--- src/hdl/crf_pkg.sv ---
// crf_pkg: shared types and constants of the clipped rectangle fill engine
// used by crf_front, crf_queue, crf_back and the top level clipped_rectangle_fill
package crf_pkg;

  // command codes on the input channel
  localparam logic [1:0] CMD_FILL  = 2'd0;
  localparam logic [1:0] CMD_CLEAR = 2'd1;
  localparam logic [1:0] CMD_READ  = 2'd2;

  // configuration register indexes
  localparam logic [1:0] REG_WIDTH  = 2'd0;
  localparam logic [1:0] REG_HEIGHT = 2'd1;
  localparam logic [1:0] REG_BASE   = 2'd2;

  // field widths fixed by the register and channel formats
  localparam int CRD_W   = 9;
  localparam int COORD_W = 16;
  localparam int CLR_W   = 4;
  localparam int CNT_W   = 17;
  localparam int PADDR_W = 4;
  localparam int PDATA_W = 32;

  // queue between the front and the back
  localparam int Q_DEPTH = 2;
  localparam int QPTR_W  = $clog2(Q_DEPTH);

  // what the back has to do for one command
  typedef enum logic [1:0] {
    OP_NONE,
    OP_PAINT,
    OP_READ
  } op_t;

  // one classified command: clipped span, or read position
  typedef struct packed {
    op_t              op;
    logic [CRD_W-1:0] x0;
    logic [CRD_W-1:0] x1;
    logic [CRD_W-1:0] y0;
    logic [CRD_W-1:0] y1;
    logic [CLR_W-1:0] color;
  } crf_entry_t;

  // back sequencer states
  typedef enum logic [2:0] {
    ST_IDLE,
    ST_SETUP,
    ST_RUN,
    ST_READ,
    ST_DONE
  } bk_state_t;

endpackage

--- src/hdl/crf_queue.sv ---
// crf_queue: short queue of classified commands between front and back
// depends on crf_pkg
module crf_queue
  import crf_pkg::*;
(
  input  logic       clk,
  input  logic       rst_n,
  input  logic       wr_valid,
  output logic       wr_ready,
  input  crf_entry_t wr_entry,
  output logic       rd_valid,
  input  logic       rd_ready,
  output crf_entry_t rd_entry
);

  crf_entry_t          slot_r [Q_DEPTH];
  logic [QPTR_W-1:0]   wr_ptr_r, wr_ptr_nxt, rd_ptr_r, rd_ptr_nxt;
  logic [QPTR_W:0]     count_r, count_nxt;
  logic                do_wr, do_rd;

  assign wr_ready = (count_r != (QPTR_W+1)'(Q_DEPTH));
  assign rd_valid = (count_r != '0);
  assign rd_entry = slot_r[rd_ptr_r];
  assign do_wr    = wr_valid && wr_ready;
  assign do_rd    = rd_valid && rd_ready;

  // pointer and fill level update
  always_comb begin
    wr_ptr_nxt = wr_ptr_r;
    rd_ptr_nxt = rd_ptr_r;
    count_nxt  = count_r;
    if (do_wr) begin
      wr_ptr_nxt = (wr_ptr_r == QPTR_W'(Q_DEPTH-1)) ? '0 : wr_ptr_r + 1'b1;
    end
    if (do_rd) begin
      rd_ptr_nxt = (rd_ptr_r == QPTR_W'(Q_DEPTH-1)) ? '0 : rd_ptr_r + 1'b1;
    end
    if (do_wr && !do_rd) begin
      count_nxt = count_r + 1'b1;
    end else if (do_rd && !do_wr) begin
      count_nxt = count_r - 1'b1;
    end
  end

  always_ff @(posedge clk) begin
    if (!rst_n) begin
      wr_ptr_r <= '0;
      rd_ptr_r <= '0;
      count_r  <= '0;
    end else begin
      wr_ptr_r <= wr_ptr_nxt;
      rd_ptr_r <= rd_ptr_nxt;
      count_r  <= count_nxt;
    end
  end

  // entry storage
  always_ff @(posedge clk) begin
    if (do_wr) begin
      slot_r[wr_ptr_r] <= wr_entry;
    end
  end

endmodule

--- config.mk ---
export PLATFORM = sky130hd
export DESIGN_NAME = crf_queue
export DESIGN_NICKNAME = d
export VERILOG_FILES = /design/src/hdl/crf_pkg.sv /design/src/hdl/crf_queue.sv
export SDC_FILE = /design/constraint.sdc
export NUM_CORES = 1
export LEC_CHECK = 0
export BUFFER_PORTS_ARGS = -buffer_cell sky130_fd_sc_hd__buf_2
export CAP_MARGIN = 20
export CELL_PAD_IN_SITES_DETAIL_PLACEMENT = 1
export CELL_PAD_IN_SITES_GLOBAL_PLACEMENT = 1
export CORE_MARGIN = 1.5
export CORE_UTILIZATION = 27
export DETAILED_ROUTE_END_ITERATION = 12
export PLACE_DENSITY = 0.67
export SLEW_MARGIN = 15
export SYNTH_ARGS = -nofsm -noshare
export SYNTH_HDL_FRONTEND = slang
export SYNTH_SLANG_ARGS = --single-unit
--- constraint.sdc ---
create_clock -name clk -period 1.96 [get_ports clk]
set_input_delay 0.49 -clock clk [delete_from_list [all_inputs] [get_ports clk]]
set_output_delay 0.49 -clock clk [all_outputs]
set_load 0.03 [all_outputs]
=== Yosys cells after proc, flatten, opt, wreduce, memory -nomap -nowiden ===
Memory sizes are Yosys's and may differ from the RTL's. A register that Yosys moved wholly into a read port is not among the register bits.
Index checks and enable logic that the tools add are counted.

* Bits in registers: 4
* Input port bits: 46
* Output and inout bits: 44
* Bits in writable memories: 84
* Memories: 1
* Word-level logic and storage cells: 25

* Reductions and logical operators: 8
* Multiplexer cells: 8
* Equal/unequal tests: 1
* Add/subtract/negate cells: 4

{| class="wikitable"
|+ Memories
! name !! depth !! bits a word !! rd ports !! clocked after memory_dff !! write ports !! line !! source
|-
| slot_r || 2 || 42 || 1 || 1 || 1 || crf_queue.sv:16 || <nowiki>crf_entry_t slot_r [Q_DEPTH];</nowiki>
|}

{| class="wikitable"
|+ Operators with widths
! operator !! number
|-
| $mux W1 || 6
|-
| $logic_and A1 B1 Y1 || 4
|-
| $mux W2 || 2
|-
| $reduce_bool A2 Y1 || 2
|-
| $add A1 B1 Y1 const B || 2
|-
| $add A2 B1 Y2 const B || 1
|-
| $logic_not A1 Y1 || 2
|-
| $ne A2 B2 Y1 const B || 1
|-
| $sub A2 B1 Y2 const B || 1
|}

=== Longest topological paths before layout ===
* Depth after elaboration: 6
* Gate-level depth with buffers: 6
* Depth with buffers taken out: 6

=== Worst setup path after synthesis ===
No wires, ideal clock.

* Path type: register to register
* Start point: reg count_r[0]
* End point: mem slot_r[1][0] in the netlist's numbering (enable)
* Path buffers: 0
* Data arrival time: 1.689 ns
* Period minus slack after synthesis: 2.092 ns
* Slack: -0.132 ns
* Cell stages (with the launch flop): 3
* Setup time: 0.404 ns
* Data required time: 1.556 ns
* Path through: dfxtp_1 -> nand2b_4 -> and3_1

* Cells in the longest elaborated chain, start to end: 4

{| class="wikitable"
|+ RTL lines
! item !! line !! source
|-
| from (decl) || crf_queue.sv:18 || <nowiki>logic [QPTR_W:0] count_r, count_nxt;</nowiki>
|-
| from (signal assigned) || crf_queue.sv:53 || <nowiki>count_r <= count_nxt;</nowiki>
|-
| $ne A2 B2 Y1 || crf_queue.sv:21 || <nowiki>assign wr_ready = (count_r != (QPTR_W+1)'(Q_DEPTH));</nowiki>
|-
| via wr_ready || crf_queue.sv:9 || <nowiki>output logic wr_ready,</nowiki>
|-
| $logic_and A1 B1 Y1 || crf_queue.sv:24 || <nowiki>assign do_wr = wr_valid && wr_ready;</nowiki>
|-
| $mux W1 || crf_queue.sv:59 || <nowiki>if (do_wr) begin</nowiki>
|-
| $mux W1 (implied by the code) || crf_queue.sv:60 || <nowiki>slot_r[wr_ptr_r] <= wr_entry;</nowiki>
|-
| to (decl) || crf_queue.sv:16 ||
|}

The timed path passes the listed nets, and every way through them passes these cells.

==> summary.md <==
The run finished with clean final reports. The floorplan step set the die width to 113 um. The clock passes through at most 2 buffers. 0 antenna diodes ended up in the layout.

The tools report the number of DRC violations after detailed routing as 0. The type of the worst setup path is flip-flop to output pin. The wire-length estimate of the detail-placed layout is 4070 um. The run gives 0 as the number of antenna violations at the first check in global routing. The kind of capture point of the worst setup path is an output pin. The die is 113 um tall. The maximum number of pins on one net before global-route repair is 26. Number of hold violations in the final report: 0. The number of clock buffers added by TritonCTS is 9.

The logs give 1.47 ns for the endpoint required time on the critical path and 19 for the number of distinct library cells after synthesis. The multi-input combinational cells in the finished layout cover a total of 613 sq um. The async set or reset register ratio after synthesis came out at 0%. In this run the static leakage power is 0.00160 uW. The count of nets left with antenna violations once routing finished came out at 0. The tools report the synthesized area as 3260 sq um. Of the synthesized area, sequential elements account for 80.4%. The number of standard cells after synthesis was 155. The post-synthesis to final-layout area growth works out to 31.4%.

Number of setup buffers added after CTS: 0. Switching share of power: 30.3%. For the count of nets after finishing, the log shows 303. Routability-driven placement finished with a final weighted congestion of 0.664.

For the data arrival time of the worst path, the log shows 1.44 ns. The internal power of the cells totals 4310 uW. 90 I/O pins were placed. The run gives 519 MHz as the fmax.

In the final layout, flip-flops and latches occupy 2630 sq um. The CTS clock-pin slew for the worst setup and hold paths was 0.06 ns; the worst hold-check slack was 0.343 ns. Per report_power, the combinational group accounts for 29.3% of the total. The run gives 11600 sq um as the total core area.

For this configuration, the core starts out at a cell density of 28.1%. Of all nets on the critical path, the largest fanout is 25. The relative slew slack was 76.2%. After layout, the worst setup slack is 0.0350 ns.

The mean routed wirelength per cell was 15.2 um. Walking the worst path, the cells encountered are buf_12 > mux2_2 > buf_4. The clock share of power is 30.8%, and the final setup TNS is 0 ns. For this design, the slowest cell found on the critical path is sky130_fd_sc_hd__dfxtp_4.

Dividing the synthesized area by the synthesized cell count gives 21.1 sq um. The number of violations of the max-capacitance limit is 0, and the total iterations of the first detailed-routing run is 4. After detailed routing, the number of vias per cell comes to 4.23.

The first global-routing pass estimated 9740 um of wire. The smallest clock period supported by the final layout is computed as 1.93 ns. Once layout is complete, the utilization of the core stands at 36.9%. Setup repair after global routing could not meet its margin everywhere. Predominant post-synthesis flop cell: sky130_fd_sc_hd__edfxtp_1. The total die area was 12800 sq um. For the aggregate global-route resource usage, the log shows 10.4%. The tree is rooted in a sky130_fd_sc_hd__clkbuf_16. By area the synthesized netlist is led by sky130_fd_sc_hd__edfxtp_1 (77%), sky130_fd_sc_hd__mux2_2 (14%), sky130_fd_sc_hd__dfxtp_1 (3.1%).

For the row count, the log shows 39. For this block, the via count after detailed routing is 1710. The first routing iteration left 44 violations.

Number of global-route vias before repair: 1912. The tightest min-delay check is of the primary input to flip-flop type. The analysis attributes to net switching a power of 1880 uW. The H-tree was split into 3 levels. The commonest cells after synthesis are sky130_fd_sc_hd__edfxtp_1 (84), sky130_fd_sc_hd__mux2_2 (42), sky130_fd_sc_hd__buf_2 (5), sky130_fd_sc_hd__dfxtp_1 (5), sky130_fd_sc_hd__and2_1 (4).

Sequential cells account for 39.9% of the total power. The layout has 1186 filler cells. The most common cell in the netlist is sky130_fd_sc_hd__edfxtp_1.

For the pin with the worst max-slew slack, the measured transition is 0.357 ns. Timing analysis after detailed placement gives a worst setup slack of 0.322 ns. For this block, the routed nets add up to 6130 um of wire. The number of nets in the synthesized netlist is 202.

In this run the power density over the cells is 1440 nW/um^2. The final critical path takes up 98.2% of the cycle. At the later pin of the worst-skew pair, clock insertion delay measures 0.33 ns. During synthesis, Yosys emitted a total of 0 warnings. After synthesis the netlist holds a flip-flop and latch count of 89. For the final database, setup skew stands at 0.00548 ns. The tools report the number of gates resized after cts as 7.

The maximum vdd ir drop is 0.655 mV. The post-synthesis cell type with the largest combined area is sky130_fd_sc_hd__edfxtp_1. In this run, synthesis inferred 84 flip-flops with an integrated enable.

Element type at the critical path start: a flip-flop. Global routing finished with a remaining overflow of 0. TritonCTS built the clock tree. The clock drives 89 sinks.

The count of buffers from port buffering is 89, and the number of slew-limit violations in the final report is 0. The fraction of final layout cells sized beyond drive strength 1 was 60.5%. Setup violations remaining at the end of the flow were counted as 0. The largest incremental delay on the critical path is 0.37 ns, and the area share of the largest cell type after synthesis is 77.3%.

Buffers inserted to repair hold after CTS numbered 0.
## flip-flops by register name, summed over array words and instances (netlist names), named ones only
register,cells
slot_r,84
count_r,2
rd_ptr_r,1
wr_ptr_r,1
## logic make-up after synthesis
logic type                 after synthesis  share of synthesized area (%)
AOI/OAI and AO/OA                        5                           1.07
xor gates and xnor gates                 3                          0.805
adders and majority gates                1                          0.383
buffers and inverters                    6                          0.882
DFF                                     89                           80.4
muxes                                   42                           14.5
and+or+nand+nor                          9                           1.99
## cell usage in the layout (no fill, tap or decap), drive strengths merged, types with 2 or more instances in the layout
cell type / synthesis / layout
bufinv: 0 / 3
clkinv: 0 / 4
buf: 5 / 95
xnor2: 2 / 2
mux2: 42 / 42
edfxtp: 84 / 84
a21boi: 2 / 2
clkbuf: 0 / 9
o21ai: 2 / 2
and2: 4 / 4
dfxtp: 5 / 5
## stage by stage
step | std cells | instance area [sq um] | power, uW
6_report | 404 | 4290 | 6190
5_1_grt | 404 | 4290 | 6470
4_1_cts | 404 | 4290 | 6320
3_5_place_dp | 388 | 3940 | 4340
3_3_place_gp | 388 | 3940 | 4310
2_1_floorplan | 155 | 3260 | 3780
## final timing paths
path	startpoint	to	slack, ns	cells past startpoint
hold reg to reg	count_r[1]	count_r[1]	0.56	2
hold / removal	wr_entry[30]	slot_r[0][30]	0.34	1
setup / recovery	flip-flop	rd_entry[19]	0.03	3
setup reg to reg	count_r[0]	count_r[1]	0.37	5
## power by group through the flow
stage	Clock [uW]	Combinational [uW]	Sequential, uW
6_report	1910	1820	2470
5_1_grt	2030	1940	2500
4_1_cts	1980	1870	2470
3_5_place_dp	0	1830	2510
3_3_place_gp	0	1820	2490
2_1_floorplan	0	1300	2480
## per-layer routing
metal / vias to the layer above / global-route usage [%] / share of wire (%)
li1: 805 / - / -
met2: 53 / 17.4 / 50
met4: 0 / 5.75 / 2.4
met3: 11 / 3.48 / 5.2
met1: 841 / 11.8 / 43
met5: - / 0 / 0
## area by class of cell
class                           count  area share [%]
Inverter                            1          0.0876
Timing Repair Buffer               95            12.4
Tap cell                          143            4.17
Clock buffer                        9            5.25
Multi-Input combinational cell     60            14.3
Sequential cell                    89            61.3
Clock inverter                      7            2.54
## worst max-delay path: cells and delay by family (launching register included)
kind     cells  cell delay, ns
mux          1            0.36
flops        1            0.37
buf+inv      2            0.34
No activity file was read; power rests on OpenSTA's default activity.
