===== config.mk =====
export PLATFORM = sky130hd
export DESIGN_NAME = crf_front_flat
export DESIGN_NICKNAME = d
export VERILOG_FILES = /design/src/hdl/crf_pkg.sv /design/src/hdl/crf_if.sv /design/src/hdl/crf_front.sv /design/src/flat_wrapper.sv
export SDC_FILE = /design/constraint.sdc
export NUM_CORES = 1
export LEC_CHECK = 0
export BUFFER_PORTS_ARGS = -buffer_cell sky130_fd_sc_hd__buf_2
export CORE_ASPECT_RATIO = 0.8
export CORE_MARGIN = 3
export CORE_UTILIZATION = 46
export CTS_CLUSTER_SIZE = 28
export DETAILED_ROUTE_END_ITERATION = 6
export PLACE_DENSITY = 0.78
export SYNTH_ARGS = -nofsm -noshare
export SYNTH_HDL_FRONTEND = slang
export SYNTH_SLANG_ARGS = --single-unit

===== constraint.sdc =====
create_clock -name clk -period 5 [get_ports clk]
set_clock_uncertainty 0.2 [all_clocks]
set_input_delay 1.25 -clock clk [delete_from_list [all_inputs] [get_ports clk]]
set_output_delay 1.25 -clock clk [all_outputs]
set_load 0.01 [all_outputs]

===== src/hdl/crf_pkg.sv =====
// crf_pkg: shared types and constants of the clipped rectangle fill engine
// used by crf_front, crf_queue, crf_back and the top level clipped_rectangle_fill
package crf_pkg;

  // command codes on the input channel
  localparam logic [1:0] CMD_FILL  = 2'd0;
  localparam logic [1:0] CMD_CLEAR = 2'd1;
  localparam logic [1:0] CMD_READ  = 2'd2;

  // configuration register indexes
  localparam logic [1:0] REG_WIDTH  = 2'd0;
  localparam logic [1:0] REG_HEIGHT = 2'd1;
  localparam logic [1:0] REG_BASE   = 2'd2;

  // field widths fixed by the register and channel formats
  localparam int CRD_W   = 9;
  localparam int COORD_W = 16;
  localparam int CLR_W   = 4;
  localparam int CNT_W   = 17;
  localparam int PADDR_W = 4;
  localparam int PDATA_W = 32;

  // queue between the front and the back
  localparam int Q_DEPTH = 2;
  localparam int QPTR_W  = $clog2(Q_DEPTH);

  // what the back has to do for one command
  typedef enum logic [1:0] {
    OP_NONE,
    OP_PAINT,
    OP_READ
  } op_t;

  // one classified command: clipped span, or read position
  typedef struct packed {
    op_t              op;
    logic [CRD_W-1:0] x0;
    logic [CRD_W-1:0] x1;
    logic [CRD_W-1:0] y0;
    logic [CRD_W-1:0] y1;
    logic [CLR_W-1:0] color;
  } crf_entry_t;

  // back sequencer states
  typedef enum logic [2:0] {
    ST_IDLE,
    ST_SETUP,
    ST_RUN,
    ST_READ,
    ST_DONE
  } bk_state_t;

endpackage


===== src/hdl/crf_if.sv =====
// crf_if: command and result channel interfaces of the fill engine
// no dependencies; payload widths follow the channel formats
interface crf_in_if;
  logic               valid;
  logic               ready;
  logic [1:0]         cmd;
  logic signed [15:0] x_left;
  logic signed [15:0] y_top;
  logic signed [15:0] x_right;
  logic signed [15:0] y_bottom;
  logic [3:0]         fill_color;

  modport source (output valid, cmd, x_left, y_top, x_right, y_bottom, fill_color,
                  input ready);
  modport sink (input valid, cmd, x_left, y_top, x_right, y_bottom, fill_color,
                output ready);
endinterface



===== src/hdl/crf_front.sv =====
// crf_front: accepts commands, clips rectangles and classifies each word
// depends on crf_pkg and crf_in_if
module crf_front
  import crf_pkg::*;
(
  input  logic             clk,
  input  logic             rst_n,
  crf_in_if.sink           in_ch,
  input  logic [CRD_W-1:0] eff_w,
  input  logic [CRD_W-1:0] eff_h,
  input  logic [CLR_W-1:0] clear_color,
  output logic             push_valid,
  input  logic             push_ready,
  output crf_entry_t       push_entry
);

  logic                      cls_v_r, cls_v_nxt;
  crf_entry_t                cls_r, cls_nxt;
  logic                      accept;
  logic signed [COORD_W:0]   xl, yt, xr, yb, ws, hs;
  logic signed [COORD_W:0]   cx0, cy0, cx1, cy1;

  // stage slot frees when its word moves into the queue
  assign in_ch.ready = !cls_v_r || push_ready;
  assign accept      = in_ch.valid && in_ch.ready;

  // clip and classify
  always_comb begin
    xl  = {in_ch.x_left[COORD_W-1], in_ch.x_left};
    yt  = {in_ch.y_top[COORD_W-1], in_ch.y_top};
    xr  = {in_ch.x_right[COORD_W-1], in_ch.x_right};
    yb  = {in_ch.y_bottom[COORD_W-1], in_ch.y_bottom};
    ws  = {{(COORD_W+1-CRD_W){1'b0}}, eff_w};
    hs  = {{(COORD_W+1-CRD_W){1'b0}}, eff_h};
    cx0 = (xl < 0) ? '0 : xl;
    cy0 = (yt < 0) ? '0 : yt;
    cx1 = (xr > ws) ? ws : xr;
    cy1 = (yb > hs) ? hs : yb;

    cls_nxt.op    = OP_NONE;
    cls_nxt.x0    = '0;
    cls_nxt.x1    = '0;
    cls_nxt.y0    = '0;
    cls_nxt.y1    = '0;
    cls_nxt.color = in_ch.fill_color;
    case (in_ch.cmd)
      CMD_FILL: begin
        if (cx0 < cx1 && cy0 < cy1) begin
          cls_nxt.op = OP_PAINT;
          cls_nxt.x0 = cx0[CRD_W-1:0];
          cls_nxt.x1 = cx1[CRD_W-1:0];
          cls_nxt.y0 = cy0[CRD_W-1:0];
          cls_nxt.y1 = cy1[CRD_W-1:0];
        end
      end
      CMD_CLEAR: begin
        cls_nxt.color = clear_color;
        if (eff_w != '0 && eff_h != '0) begin
          cls_nxt.op = OP_PAINT;
          cls_nxt.x1 = eff_w;
          cls_nxt.y1 = eff_h;
        end
      end
      CMD_READ: begin
        if (xl >= 0 && xl < ws && yt >= 0 && yt < hs) begin
          cls_nxt.op = OP_READ;
          cls_nxt.x0 = xl[CRD_W-1:0];
          cls_nxt.y0 = yt[CRD_W-1:0];
        end
      end
      default: cls_nxt.op = OP_NONE;
    endcase
  end

  // stage valid
  always_comb begin
    cls_v_nxt = cls_v_r;
    if (accept) begin
      cls_v_nxt = 1'b1;
    end else if (push_ready) begin
      cls_v_nxt = 1'b0;
    end
  end

  always_ff @(posedge clk) begin
    if (!rst_n) begin
      cls_v_r <= 1'b0;
    end else begin
      cls_v_r <= cls_v_nxt;
    end
  end

  always_ff @(posedge clk) begin
    if (accept) begin
      cls_r <= cls_nxt;
    end
  end

  assign push_valid = cls_v_r;
  assign push_entry = cls_r;

endmodule


===== src/flat_wrapper.sv =====
// flat-port wrapper written by rule: the top's interface ports become plain ports
module crf_front_flat import crf_pkg::*;
  (clk, rst_n, eff_w, eff_h, clear_color, push_valid, push_ready, push_entry, in_ch_valid, in_ch_cmd, in_ch_x_left, in_ch_y_top, in_ch_x_right, in_ch_y_bottom, in_ch_fill_color, in_ch_ready);
  crf_in_if in_ch_i ();
  input  logic clk;
  input  logic rst_n;
  input  logic [CRD_W-1:0] eff_w;
  input  logic [CRD_W-1:0] eff_h;
  input  logic [CLR_W-1:0] clear_color;
  output logic push_valid;
  input  logic push_ready;
  output crf_entry_t push_entry;
  input wire logic [$bits(in_ch_i.valid)-1:0] in_ch_valid;
  input wire logic [$bits(in_ch_i.cmd)-1:0] in_ch_cmd;
  input wire logic [$bits(in_ch_i.x_left)-1:0] in_ch_x_left;
  input wire logic [$bits(in_ch_i.y_top)-1:0] in_ch_y_top;
  input wire logic [$bits(in_ch_i.x_right)-1:0] in_ch_x_right;
  input wire logic [$bits(in_ch_i.y_bottom)-1:0] in_ch_y_bottom;
  input wire logic [$bits(in_ch_i.fill_color)-1:0] in_ch_fill_color;
  output wire logic [$bits(in_ch_i.ready)-1:0] in_ch_ready;
  assign in_ch_i.valid = in_ch_valid;
  assign in_ch_i.cmd = in_ch_cmd;
  assign in_ch_i.x_left = in_ch_x_left;
  assign in_ch_i.y_top = in_ch_y_top;
  assign in_ch_i.x_right = in_ch_x_right;
  assign in_ch_i.y_bottom = in_ch_y_bottom;
  assign in_ch_i.fill_color = in_ch_fill_color;
  assign in_ch_ready = in_ch_i.ready;
  crf_front u_core (.clk(clk), .rst_n(rst_n), .in_ch(in_ch_i), .eff_w(eff_w), .eff_h(eff_h), .clear_color(clear_color), .push_valid(push_valid), .push_ready(push_ready), .push_entry(push_entry));
endmodule

## Word-level counts from Yosys, hierarchy flattened

Index checks and enable logic that the tools add are counted.

- $lt $le $gt $ge: 10
- Reduce and logical (&&, ||, !) cells: 12
- Eq/ne operators: 2
- Muxes and demuxes: 18

Operators with widths:

| operator | count |
|---|---|
| $pmux 9 s2 | 4 |
| $mux 17 | 4 |
| $mux 37 | 1 |
| $lt 17x17->1 | 2 |
| $ge 16x1->1 const B | 2 |
| $gt 16x10->1 | 2 |
| $lt 16x1->1 const B | 2 |
| $lt 16x10->1 | 2 |
| $mux 9 | 3 |
| $reduce_bool 9->1 | 2 |
| $mux 11 | 1 |
| $logic_and 1x1->1 | 6 |
| $pmux 2 s3 | 1 |
| $mux 4 | 1 |
| $mux 1 | 3 |
| $eq 2x1->1 const B | 1 |
| $eq 2x2->1 const B | 1 |
| $logic_not 2->1 | 1 |
| $reduce_bool 2->1 | 1 |
| $logic_not 1->1 | 1 |
| $logic_or 1x1->1 | 1 |

- Bits in registers: 43
- Output and inout bits: 44
- Word-level logic and storage cells: 49
- Input port bits: 96

## Longest topological paths before layout

Gate-level depths: netlist of run 1.

- Depth in word-level cells: 6
- Depth in mapped cells: 20
- Depth with buffers taken out: 18

## Least setup slack after synthesis of run 1

OpenSTA, ideal clock, no wires.

- Path kind: input port to flip-flop
- From: input port eff_w[5]
- To: register u_core.cls_r (netlist bit u_core.push_entry[24]), data pin
- Data arrival time: 4.756 ns
- Setup slack: -0.109 ns
- Setup time: 0.154 ns
- Stages on the path: 20
- Path buffers: 2
- Required time: 4.646 ns
- Cells stage by stage: inv_1 -> ha_1 -> a21o_1 -> a221oi_1 -> nand3_1 -> o211ai_1 -> a31o_2 -> clkbuf_1 -> nor2_1 -> a21oi_1 -> ha_1 -> a211o_1 -> a21oi_1 -> o21ai_0 -> o221ai_1 -> o2111ai_1 -> nor2_8 -> nand2_4 -> buf_6 -> o22ai_2

RTL lines:

| what | line | text |
|---|---|---|
| start: declaration | flat_wrapper.sv:7 | `input logic [CRD_W-1:0] eff_w;` |
| end signal: assignment | crf_front.sv:95 | `cls_r <= cls_nxt;` |
| end: declaration | crf_front.sv:18 | `crf_entry_t cls_r, cls_nxt;` |

==> impl_metrics.ini, run 1 <==
[clock_tree]
clockRootBuffer = clkbuf_8
insertion_delay_ns = 0.29
path_clk_slew_ns = 0.09
cts_buffer_depth = 2
htree_levels = 2
cts_tree = done
cts.sinks = 43
cts_hold_buf = 0
cts_buffers = 5

[power]
leakage_nw = 2.52
finalPower_mw = 0.983
power.density_nw_per_um2 = 189
peakVddDrop_mv = 0.0958

[run_status]
status = finished, final reports clean

[timing]
final_hold_viol_count = 0
fin_crit_ns = 4.85
max_freq_mhz = 206
setup_slack_ns = 0.152
worst_pin_slew_ns = 1.01
slew_viol_final = 0
setup_viol = 0
tns_ns = 0
min_period_over_period_pct = 97.0
relSlewSlack_pct = 32.8

[logic_synthesis]
synthArstFlopShare_pct = 0
synth_edf_count = 42
ys.flop_type = edfxtp_1
yosys_warnings = 0
syn-cell-area_sq_um = 3720
syn_nets = 543
avgSynthCellArea_sq_um = 9.67
ys_types = 52
synth_seq_area_share_pct = 34.4
synth_seq_cells = 43
postSynthCellCount = 385

[critical_path]
reg2regPathDepth = 2
cpMostUsedCell = ha_1
crit_path_end_kind = flop
required_ns = 4.86
max_stage_delay_ns = 0.47
arrival_ns = 4.71
start_kind = input pin
path_class = in2reg
cp_slowest_cell = o31ai_4
crit_path_cell_trace = buf_2, inv_1, ha_1, nor2b_1, o21bai_1, a21oi_1, o31ai_4, buf_6, buf_4, nand2_1, ha_1, nand4_1, or2_2, nor2_1, o221a_1, o21a_2, nor2_8, a31o_4, and2_1
worstPathMaxFanout = 9

[layout]
finalNetCount = 746
antennaDiodeCount = 0
final_cells = 694
drive_above_1_share_pct = 42.1
finish.utilization_pct = 68.1
area_growth_pct = 39.8

[placement]
dpl.cell_count = 683
gp_congestion = 1.00
hpwl_mm = 9.73
numPortBuffers = 139
post-place-ws_ns = -0.499

[floorplanning]
die_height_um = 86.5
start_util_pct = 48.8
boundaryPins = 140
die_w_um = 107
die-area_sq_um = 9220
core_area_sq_um = 7640
rows = 28

[hold_path]
hold_path_depth = 2
hold_class = reg2reg

[global_routing]
grt_usage_pct = 24.9
grt_max_degree = 43
grt_pass1_vias = 3827
grt_pass1_wl_mm = 18.3
antenna_found_initial = 0
grt.overflow.total = 0

[routing]
first_pass_iters = 5
first_iter_violations = 286
drt_wl_total_mm = 11.8
vias_per_cell = 5.58
drc = 0
vias = 3871
ant_nets = 0
drt-wirelength-per-cell_um = 17.1

[job]
max_cap_violations = 0
-- cell type report --
| cell class | count | area [sq um] |
|---|---|---|
| clock buffer | 6 | 72.6 |
| clock inverter | 2 | 12.5 |
| fill | 645 | 2430 |
| inverter | 24 | 90.1 |
| multi-input combinational | 310 | 2420 |
| sequential | 43 | 1280 |
| tap | 105 | 131 |
| timing repair buffer | 204 | 1200 |
-- report_power, final --
part / internal [mW] / leakage (nW) / switching, mW / total, mW
sequential: 0.419 / 0.425 / 0.00504 / 0.424
combinational: 0.159 / 2.05 / 0.179 / 0.338
clock: 0.0978 / 0.0412 / 0.124 / 0.221
-- sequential cells by signal, indices dropped and copies added, names as in the netlist --
register,count
u_core.push_valid,1
u_core.push_entry,42
-- cells in the mapped netlist, types with 3 or more instances --
cell type | number | area (sq um)
o211ai_1 | 3 | 22.5
o22ai_2 | 9 | 113
inv_1 | 24 | 90.1
nor2b_1 | 39 | 244
nand2b_1 | 4 | 25.0
o21ai_0 | 12 | 60.1
nand2_1 | 33 | 124
ha_1 | 62 | 776
a31oi_1 | 3 | 18.8
o22ai_1 | 3 | 18.8
a21o_1 | 10 | 75.1
mux2_2 | 4 | 45.0
a211oi_1 | 4 | 30.0
clkbuf_1 | 7 | 26.3
and2_1 | 9 | 56.3
a21oi_1 | 30 | 150
nand3_1 | 8 | 40.0
nand4_1 | 7 | 43.8
edfxtp_1 | 42 | 1260
nor2_1 | 27 | 101
nor4_1 | 7 | 43.8
-- cell usage in the layout (no fill, tap or decap), drive strengths merged, types with 7 or more instances in the layout --
cell and count:
nand3 8, a21o 10, buf 204, nor2b 39
a21oi 30, nand4 7, nand2 34, nor2 28
nor4 8, ha 62, edfxtp 42, o22ai 12
o21ai 12, inv 24, and2 9
-- metal layers --
metal	track usage (%)	share of wire (%)	wire length (um)
met1	34.3	44	5160
met2	41.8	46	5470
met3	3.50	8.8	1050
met4	6.04	1.4	160
met5	0	0	0
-- cell families after synthesis --
family	count (synthesis)	synth area share, %
flops	43	34.4
fa+ha+maj	62	20.8
mux	5	1.48
compound gates	96	18.6
buf+inv	32	3.43
simple gates	147	21.3
-- path summary, 6_finish.rpt --
path | end | startpoint | slack (ns)
max | u_core.push_entry[15] | eff_h[1] | 0.15
min | u_core.push_valid | u_core.push_valid | 0.34
max reg2reg | u_core.push_entry[17] | u_core.push_valid | 3.18
min reg2reg | u_core.push_valid | u_core.push_valid | 0.34
-- stage by stage --
| stage | instance area [sq um] | hold slack [ns] |
|---|---|---|
| after CTS | 5090 | 0.350 |
| after detailed placement | 4990 | 0.338 |
| after global routing | 5200 | 0.371 |
| after floorplan | 3730 | 0.410 |
| after global placement | 4990 | 0.296 |
| final | 5200 | 0.342 |
-- timing repair --
| item | CTS | global route |
|---|---|---|
| resized for setup | 3 | 22 |
| setup buffers | 0 | 3 |
| setup endpoints to repair | 37 | 37 |
| pin swaps | 0 | 6 |
| endpoints found under the hold margin | 0 | 0 |
-- worst max-delay path, delay by kind of cell --
| family | cells | cell delay, ns |
|---|---|---|
| and+or+nand+nor | 7 | 1.01 |
| adders and majority gates | 2 | 0.59 |
| AOI/OAI and AO/OA | 6 | 1.39 |
| buffers and inverters | 4 | 0.46 |
(Power assumes the default switching activity.)
==> run 2: changes to the inputs <==
CELL_PAD_IN_SITES_DETAIL_PLACEMENT = 0   (was unset)
CELL_PAD_IN_SITES_GLOBAL_PLACEMENT = 1   (was unset)
CORE_UTILIZATION = 34   (was 46)
PLACE_DENSITY = 0.77   (was 0.78)
==> run 2 against run 1 <==
Cell count up 5.8%. Worst hold slack worse by 0.021 ns. Die area up 33%. Clock-buffer cell count down 1. First-iteration DRC count down 15%. Cell area up 2.8%. Non-clock buffer count up 4. Global-route usage down 5.6 points. Total power up 12%. Critical endpoint is now u_core.push_entry[5]. Largest cell class unchanged. Largest power group unchanged. Highest routed layer unchanged.
==> impl_metrics.ini, run 2 (synthesis results as in run 1) <==
[global_routing]
grt_usage_pct = 19.4
grt_pass1_wl_mm = 18.6
grt.overflow.total = 0
antenna_found_initial = 0
grt_pass1_vias = 3673
grt_max_degree = 43

[hold_path]
hold_path_depth = 2
hold_class = reg2reg

[power]
finalPower_mw = 1.10
p_int_mw = 0.767
power.density_nw_per_um2 = 205
combPwrFrac_pct = 30.9
leakage_nw = 2.57
power_frac_seq_pct = 38.7
p_sw_share_pct = 30.2
peakVddDrop_mv = 0.139
p_sw_mw = 0.332
p_clk_share_pct = 30.4

[layout]
final_cells = 734
area_growth_pct = 43.6
drive_above_1_share_pct = 42.4
finish.utilization_pct = 51.2
finalNetCount = 751
final_common_cell = buf_2
antennaDiodeCount = 0
design_area_sq_um = 5350
largest_reg_flops = 42
most-common-layout-cells = 139 x buf_2, 68 x buf_4, 61 x ha_1

[timing]
final_hold_viol_count = 0
setup_viol = 0
tns_ns = 0
fin_crit_ns = 4.85
setup_slack_ns = 0.147
timing.hold.ws_ns = 0.321
relSlewSlack_pct = 31.5
worst_pin_slew_ns = 1.03
slew_viol_final = 0
min_period_over_period_pct = 97.1
max_freq_mhz = 206

[placement]
place_area_sq_um = 5060
gp_congestion = 0.906
post-place-ws_ns = -0.464
hpwl_mm = 10.1
dpl.cell_count = 722
numPortBuffers = 139

[routing]
drc = 0
drt-wirelength-per-cell_um = 16.8
vias = 3764
first_pass_iters = 4
drt_wl_total_mm = 12.4
ant_nets = 0
first_iter_violations = 242
vias_per_cell = 5.13

[critical_path]
max_stage_delay_ns = 0.33
path_delay_family = compound AO/OA/AOI/OAI gates
arrival_ns = 4.77
cp_slowest_cell = o32ai_1
crit_path_end_kind = flop
start_kind = input pin
required_ns = 4.92
path_depth = 19
worstPathMaxFanout = 18
reg2regPathDepth = 2
path_class = in2reg
crit_buf_inv = 4
crit_path_cell_trace = buf_2, inv_1, ha_1, nand4_1, o32ai_1, a31oi_1, o31ai_4, buf_6, nor2_1, a21oi_1, ha_1, a21oi_1, o21ai_0, a221oi_1, buf_4, o2111ai_4, nor2_8, nand2_8, o21ai_0

[job]
max_cap_violations = 0

[clock_tree]
clockRootBuffer = clkbuf_16
htree_levels = 2
path_clk_slew_ns = 0.07
insertion_delay_ns = 0.28
cts_buffers = 5
cts_hold_buf = 0
cts_buffer_depth = 2
cts_tree = done
cts.sinks = 43

[floorplanning]
start_util_pct = 35.6
die-area_sq_um = 12300
core_area_sq_um = 10400
boundaryPins = 140
die_height_um = 99.6
die_w_um = 123
rows = 33

[run_status]
status = finished, final reports clean
[run 2: cell types whose count changed in the layout (fill, tap and decap cells not counted), moves of 2 or more]
cell,previous run,this run
a21oi_1,26,24
buf_4,61,68
a31oi_2,2,0
buf_6,4,1
nor2b_2,2,0
clkbuf_16,0,5
clkbuf_8,5,0
a21oi_2,4,6
nor2b_1,37,39
[run 2: final cells by class]
class	count	area, sq um
repair buffers	208	1220
clock buffers	5	125
multi-input cells	311	2440
flip-flops and latches	43	1280
well taps	140	175
clock inverters	3	23.8
inverters	24	90.1
fillers	998	5100
[run 2: power by group through the flow]
stage	clock network [mW]	logic (mW)	registers [mW]
final	0.335	0.339	0.425
after global routing	0.358	0.377	0.427
after CTS	0.341	0.326	0.425
after detailed placement	0	0.323	0.433
after global placement	0	0.317	0.432
after floorplan	0	0.145	0.445
[run 2: layer usage]
| layer | global-route usage, % | wire length, um | vias up |
|---|---|---|---|
| met5 | 0 | 0 | - |
| met4 | 4.09 | 111 | 0 |
| met3 | 3.24 | 935 | 8 |
| met2 | 29.9 | 5330 | 150 |
| met1 | 28.5 | 5980 | 1746 |
| li1 | - | - | 1860 |
[run 2: final timing paths]
check	startpoint	endpoint	slack (ns)
worst min-delay path	u_core.push_valid	u_core.push_valid	0.32
worst min register to register	u_core.push_valid	u_core.push_valid	0.32
worst max-delay path	eff_h[6]	u_core.push_entry[5]	0.15
worst max register to register	u_core.push_valid	u_core.push_entry[39]	3.17
[run 2: worst reg2reg max path: stages, from the launching register on]
cell and delay (ns):
dfxtp_1 0.31, nand2b_1 0.09, and2_2 0.82
[run 2: what timing repair did]
action | CTS | global route
setup buffers | 0 | 3
endpoints found under the setup margin | 35 | 37
gates cloned | 0 | 1
pin swaps | 0 | 9
gates resized for setup | 3 | 18
==> run 3: changes to the inputs <==
ABC_AREA = 1   (was unset)
CORE_UTILIZATION = 33   (was 34)
CTS_BUF_LIST = sky130_fd_sc_hd__clkbuf_16   (was unset)
==> run 3 against run 2 <==
Flip-flop and latch count did not move. Synthesized cell count rose by 30%. Register-to-register slack improved by 0.31 ns. Via count rose by 2.9%. Total power rose by 2.5%. Critical path depth rose by 1. Global-route usage fell by 2.1 points. Maximum frequency rose by 4.9%. Highest routed layer unchanged. Critical path type unchanged. Critical endpoint is now u_core.push_entry[6].
==> impl_metrics.ini, run 3 <==
[logic_synthesis]
yosys_warnings = 0
synthArstFlopShare_pct = 0
ys_types = 31
synth_seq_area_share_pct = 32.5
synth_xor_area_share_pct = 0
avgSynthCellArea_sq_um = 7.86
synth.most_common_cell = nand2_1
synth-simple-area-share_pct = 23.7
synth_top_area_share_pct = 31.9
synth_compound_area_share_pct = 14.1
synth_seq_cells = 43
postSynthCellCount = 502
ys.flop_type = edfxtp_1
yosysTopAreaCell = edfxtp_1
syn_nets = 660
syn-cell-area_sq_um = 3950
synth_mux_area_share_pct = 1.14
synth_common_cells = 100 x nand2_1, 80 x inv_1, 69 x nor2_1
netlist_top_cells_area = edfxtp_1 32%, ha_1 20%, nand2_1 9.5%, inv_1 7.6%, a21oi_1 7.2%
synth_top_family_by_area = simple AND/OR/NAND/NOR gates
synth_edf_count = 42
synthAdderAreaFrac_pct = 19.7

[placement]
numPortBuffers = 139
hpwl_mm = 9.93
post-place-ws_ns = 0.102
dpl.cell_count = 780
gp_congestion = 0.828

[critical_path]
start_kind = input pin
regToRegSetupSlack_ns = 3.48
regToRegEndpoint = u_core.push_entry[15]
path_class = in2reg
reg2regPathDepth = 2
crit_path_cell_trace = buf_2, inv_1, ha_1, nand2_1, nor2_1, nand2_1, nand2_1, nand2_1, nand2_1, nand3_2, a21oi_1, ha_1, a21oi_1, o21ai_0, a21o_1, nand2_1, nand4_1, a21oi_4, nand2_4, o22ai_1
cpMostUsedCell = nand2_1
r2r_start = u_core.push_valid
max_stage_delay_ns = 0.40
cp_slowest_cell = a21oi_1
worstPathMaxFanout = 23
crit_path_end_kind = flop
arrival_ns = 4.51
required_ns = 4.89

[floorplanning]
die_height_um = 104
die_w_um = 128
start_util_pct = 34.0
rows = 35
die-area_sq_um = 13300
core_area_sq_um = 11600
boundaryPins = 140

[layout]
finalNetCount = 797
most-common-layout-cells = 139 x buf_2, 100 x nand2_1, 81 x inv_1
final_cells = 788
drive_above_1_share_pct = 27.7
final_common_cell = buf_2
area_growth_pct = 26.4
antennaDiodeCount = 0
largest_reg_flops = 42
fillers = 1191

[job]
max_cap_violations = 0

[clock_tree]
cts_hold_buf = 0
insertion_delay_ns = 0.27
cts_tree = done
cts_buffer_depth = 2
htree_levels = 2
cts_resized = 0
postCtsSetupBuffers = 0
cts_buffers = 5
path_clk_slew_ns = 0.06
cts.sinks = 43
clockRootBuffer = clkbuf_16

[timing]
min_period_over_period_pct = 92.5
setup_slack_ns = 0.373
setup_viol = 0
relSlewSlack_pct = 46.5
max_freq_mhz = 216
tns_ns = 0
final_hold_viol_count = 0
slew_viol_final = 0
rsz0062_at_grt = no
fin_crit_ns = 4.63
worst_pin_slew_ns = 0.801

[hold_path]
hp-start = u_core.push_valid
hold_path_end = u_core.push_valid
hold_class = reg2reg
hold_path_depth = 2

[global_routing]
grt_usage_pct = 17.3
grt_max_degree = 43
grt.overflow.total = 0
grt_pass1_vias = 3805
grt_pass1_wl_mm = 18.9
antenna_found_initial = 0

[routing]
drt-wirelength-per-cell_um = 14.9
drc = 0
vias_per_cell = 4.91
first_iter_violations = 338
first_pass_iters = 5
vias = 3872
ant_nets = 0
drt_wl_total_mm = 11.8

[power]
finalPower_mw = 1.13
power.density_nw_per_um2 = 226
peakVddDrop_mv = 0.136
leakage_nw = 2.60

[run_status]
status = finished, final reports clean
[run 3: cell count changes after synthesis, moves of 6 or more]
| cell | delta |
|---|---|
| o22ai_1 | +6 |
| a21oi_1 | +27 |
| nand3_2 | +6 |
| and2_1 | -9 |
| nor2_1 | +42 |
| nand3_1 | +8 |
| a21o_1 | -8 |
| inv_1 | +56 |
| nand2_1 | +67 |
| nor2b_1 | -39 |
| o21ai_0 | -6 |
[run 3: worst max path at each step]
stage	from	endpoint	cells after the start
4_1_cts	eff_h[5]	u_core.push_entry[6]	20
3_5_place_dp	eff_h[7]	u_core.push_entry[6]	20
2_1_floorplan	eff_h[7]	u_core.push_entry[12]	20
5_1_grt	eff_h[7]	u_core.push_entry[36]	20
6_report	eff_h[5]	u_core.push_entry[6]	20
3_3_place_gp	eff_h[3]	u_core.push_entry[6]	22
[run 3: where the power goes]
part,switching [mW],internal (mW)
logic,0.176,0.114
registers,0.00538,0.419
clock network,0.127,0.284
total,0.308,0.818
[run 3: cell families (layout without fill, tap and decap cells)]
family                   count (synthesis)  count (layout)
AO/OA/AOI/OAI                           88              88
adder cells (fa/ha/maj)                 62              62
buffers and inverters                   91             229
flip-flops                              43              43
multiplexers                             4               4
AND/OR/NAND/NOR                        214             214
[run 3: final cells by class]
class | count | area, sq um | share of cell area, %
clock buffer | 5 | 125 | 2.51
inverter | 80 | 300 | 6.02
tap | 148 | 185 | 3.71
sequential | 43 | 1280 | 25.7
multi-input combinational | 368 | 2320 | 46.6
clock inverter | 3 | 63.8 | 1.28
timing repair buffer | 141 | 711 | 14.2
[run 3: through the flow]
step	hold WS (ns)	instance area, sq um	utilization, %
2_1_floorplan	0.395	3950	-
3_3_place_gp	0.322	4800	41.4
3_5_place_dp	0.353	4800	41.4
4_1_cts	0.362	4990	43.0
5_1_grt	0.394	4990	43.0
6_report	0.355	4990	43.0
[run 3: metal layers]
metal	vias to the layer above	wire length, um	track usage, %	part of all wire [%]
met4	0	111	3.11	0.94
met2	134	5010	26.3	43
met5	-	0	0	0
li1	1975	-	-	-
met3	9	827	2.37	7.0
met1	1754	5820	26.2	49
[run 3: critical path: cells and delay by family]
| family | cells | cell delay (ns) |
|---|---|---|
| simple gates | 10 | 1.18 |
| buf+inv | 2 | 0.18 |
| fa+ha+maj | 2 | 0.63 |
| compound gates | 6 | 1.26 |
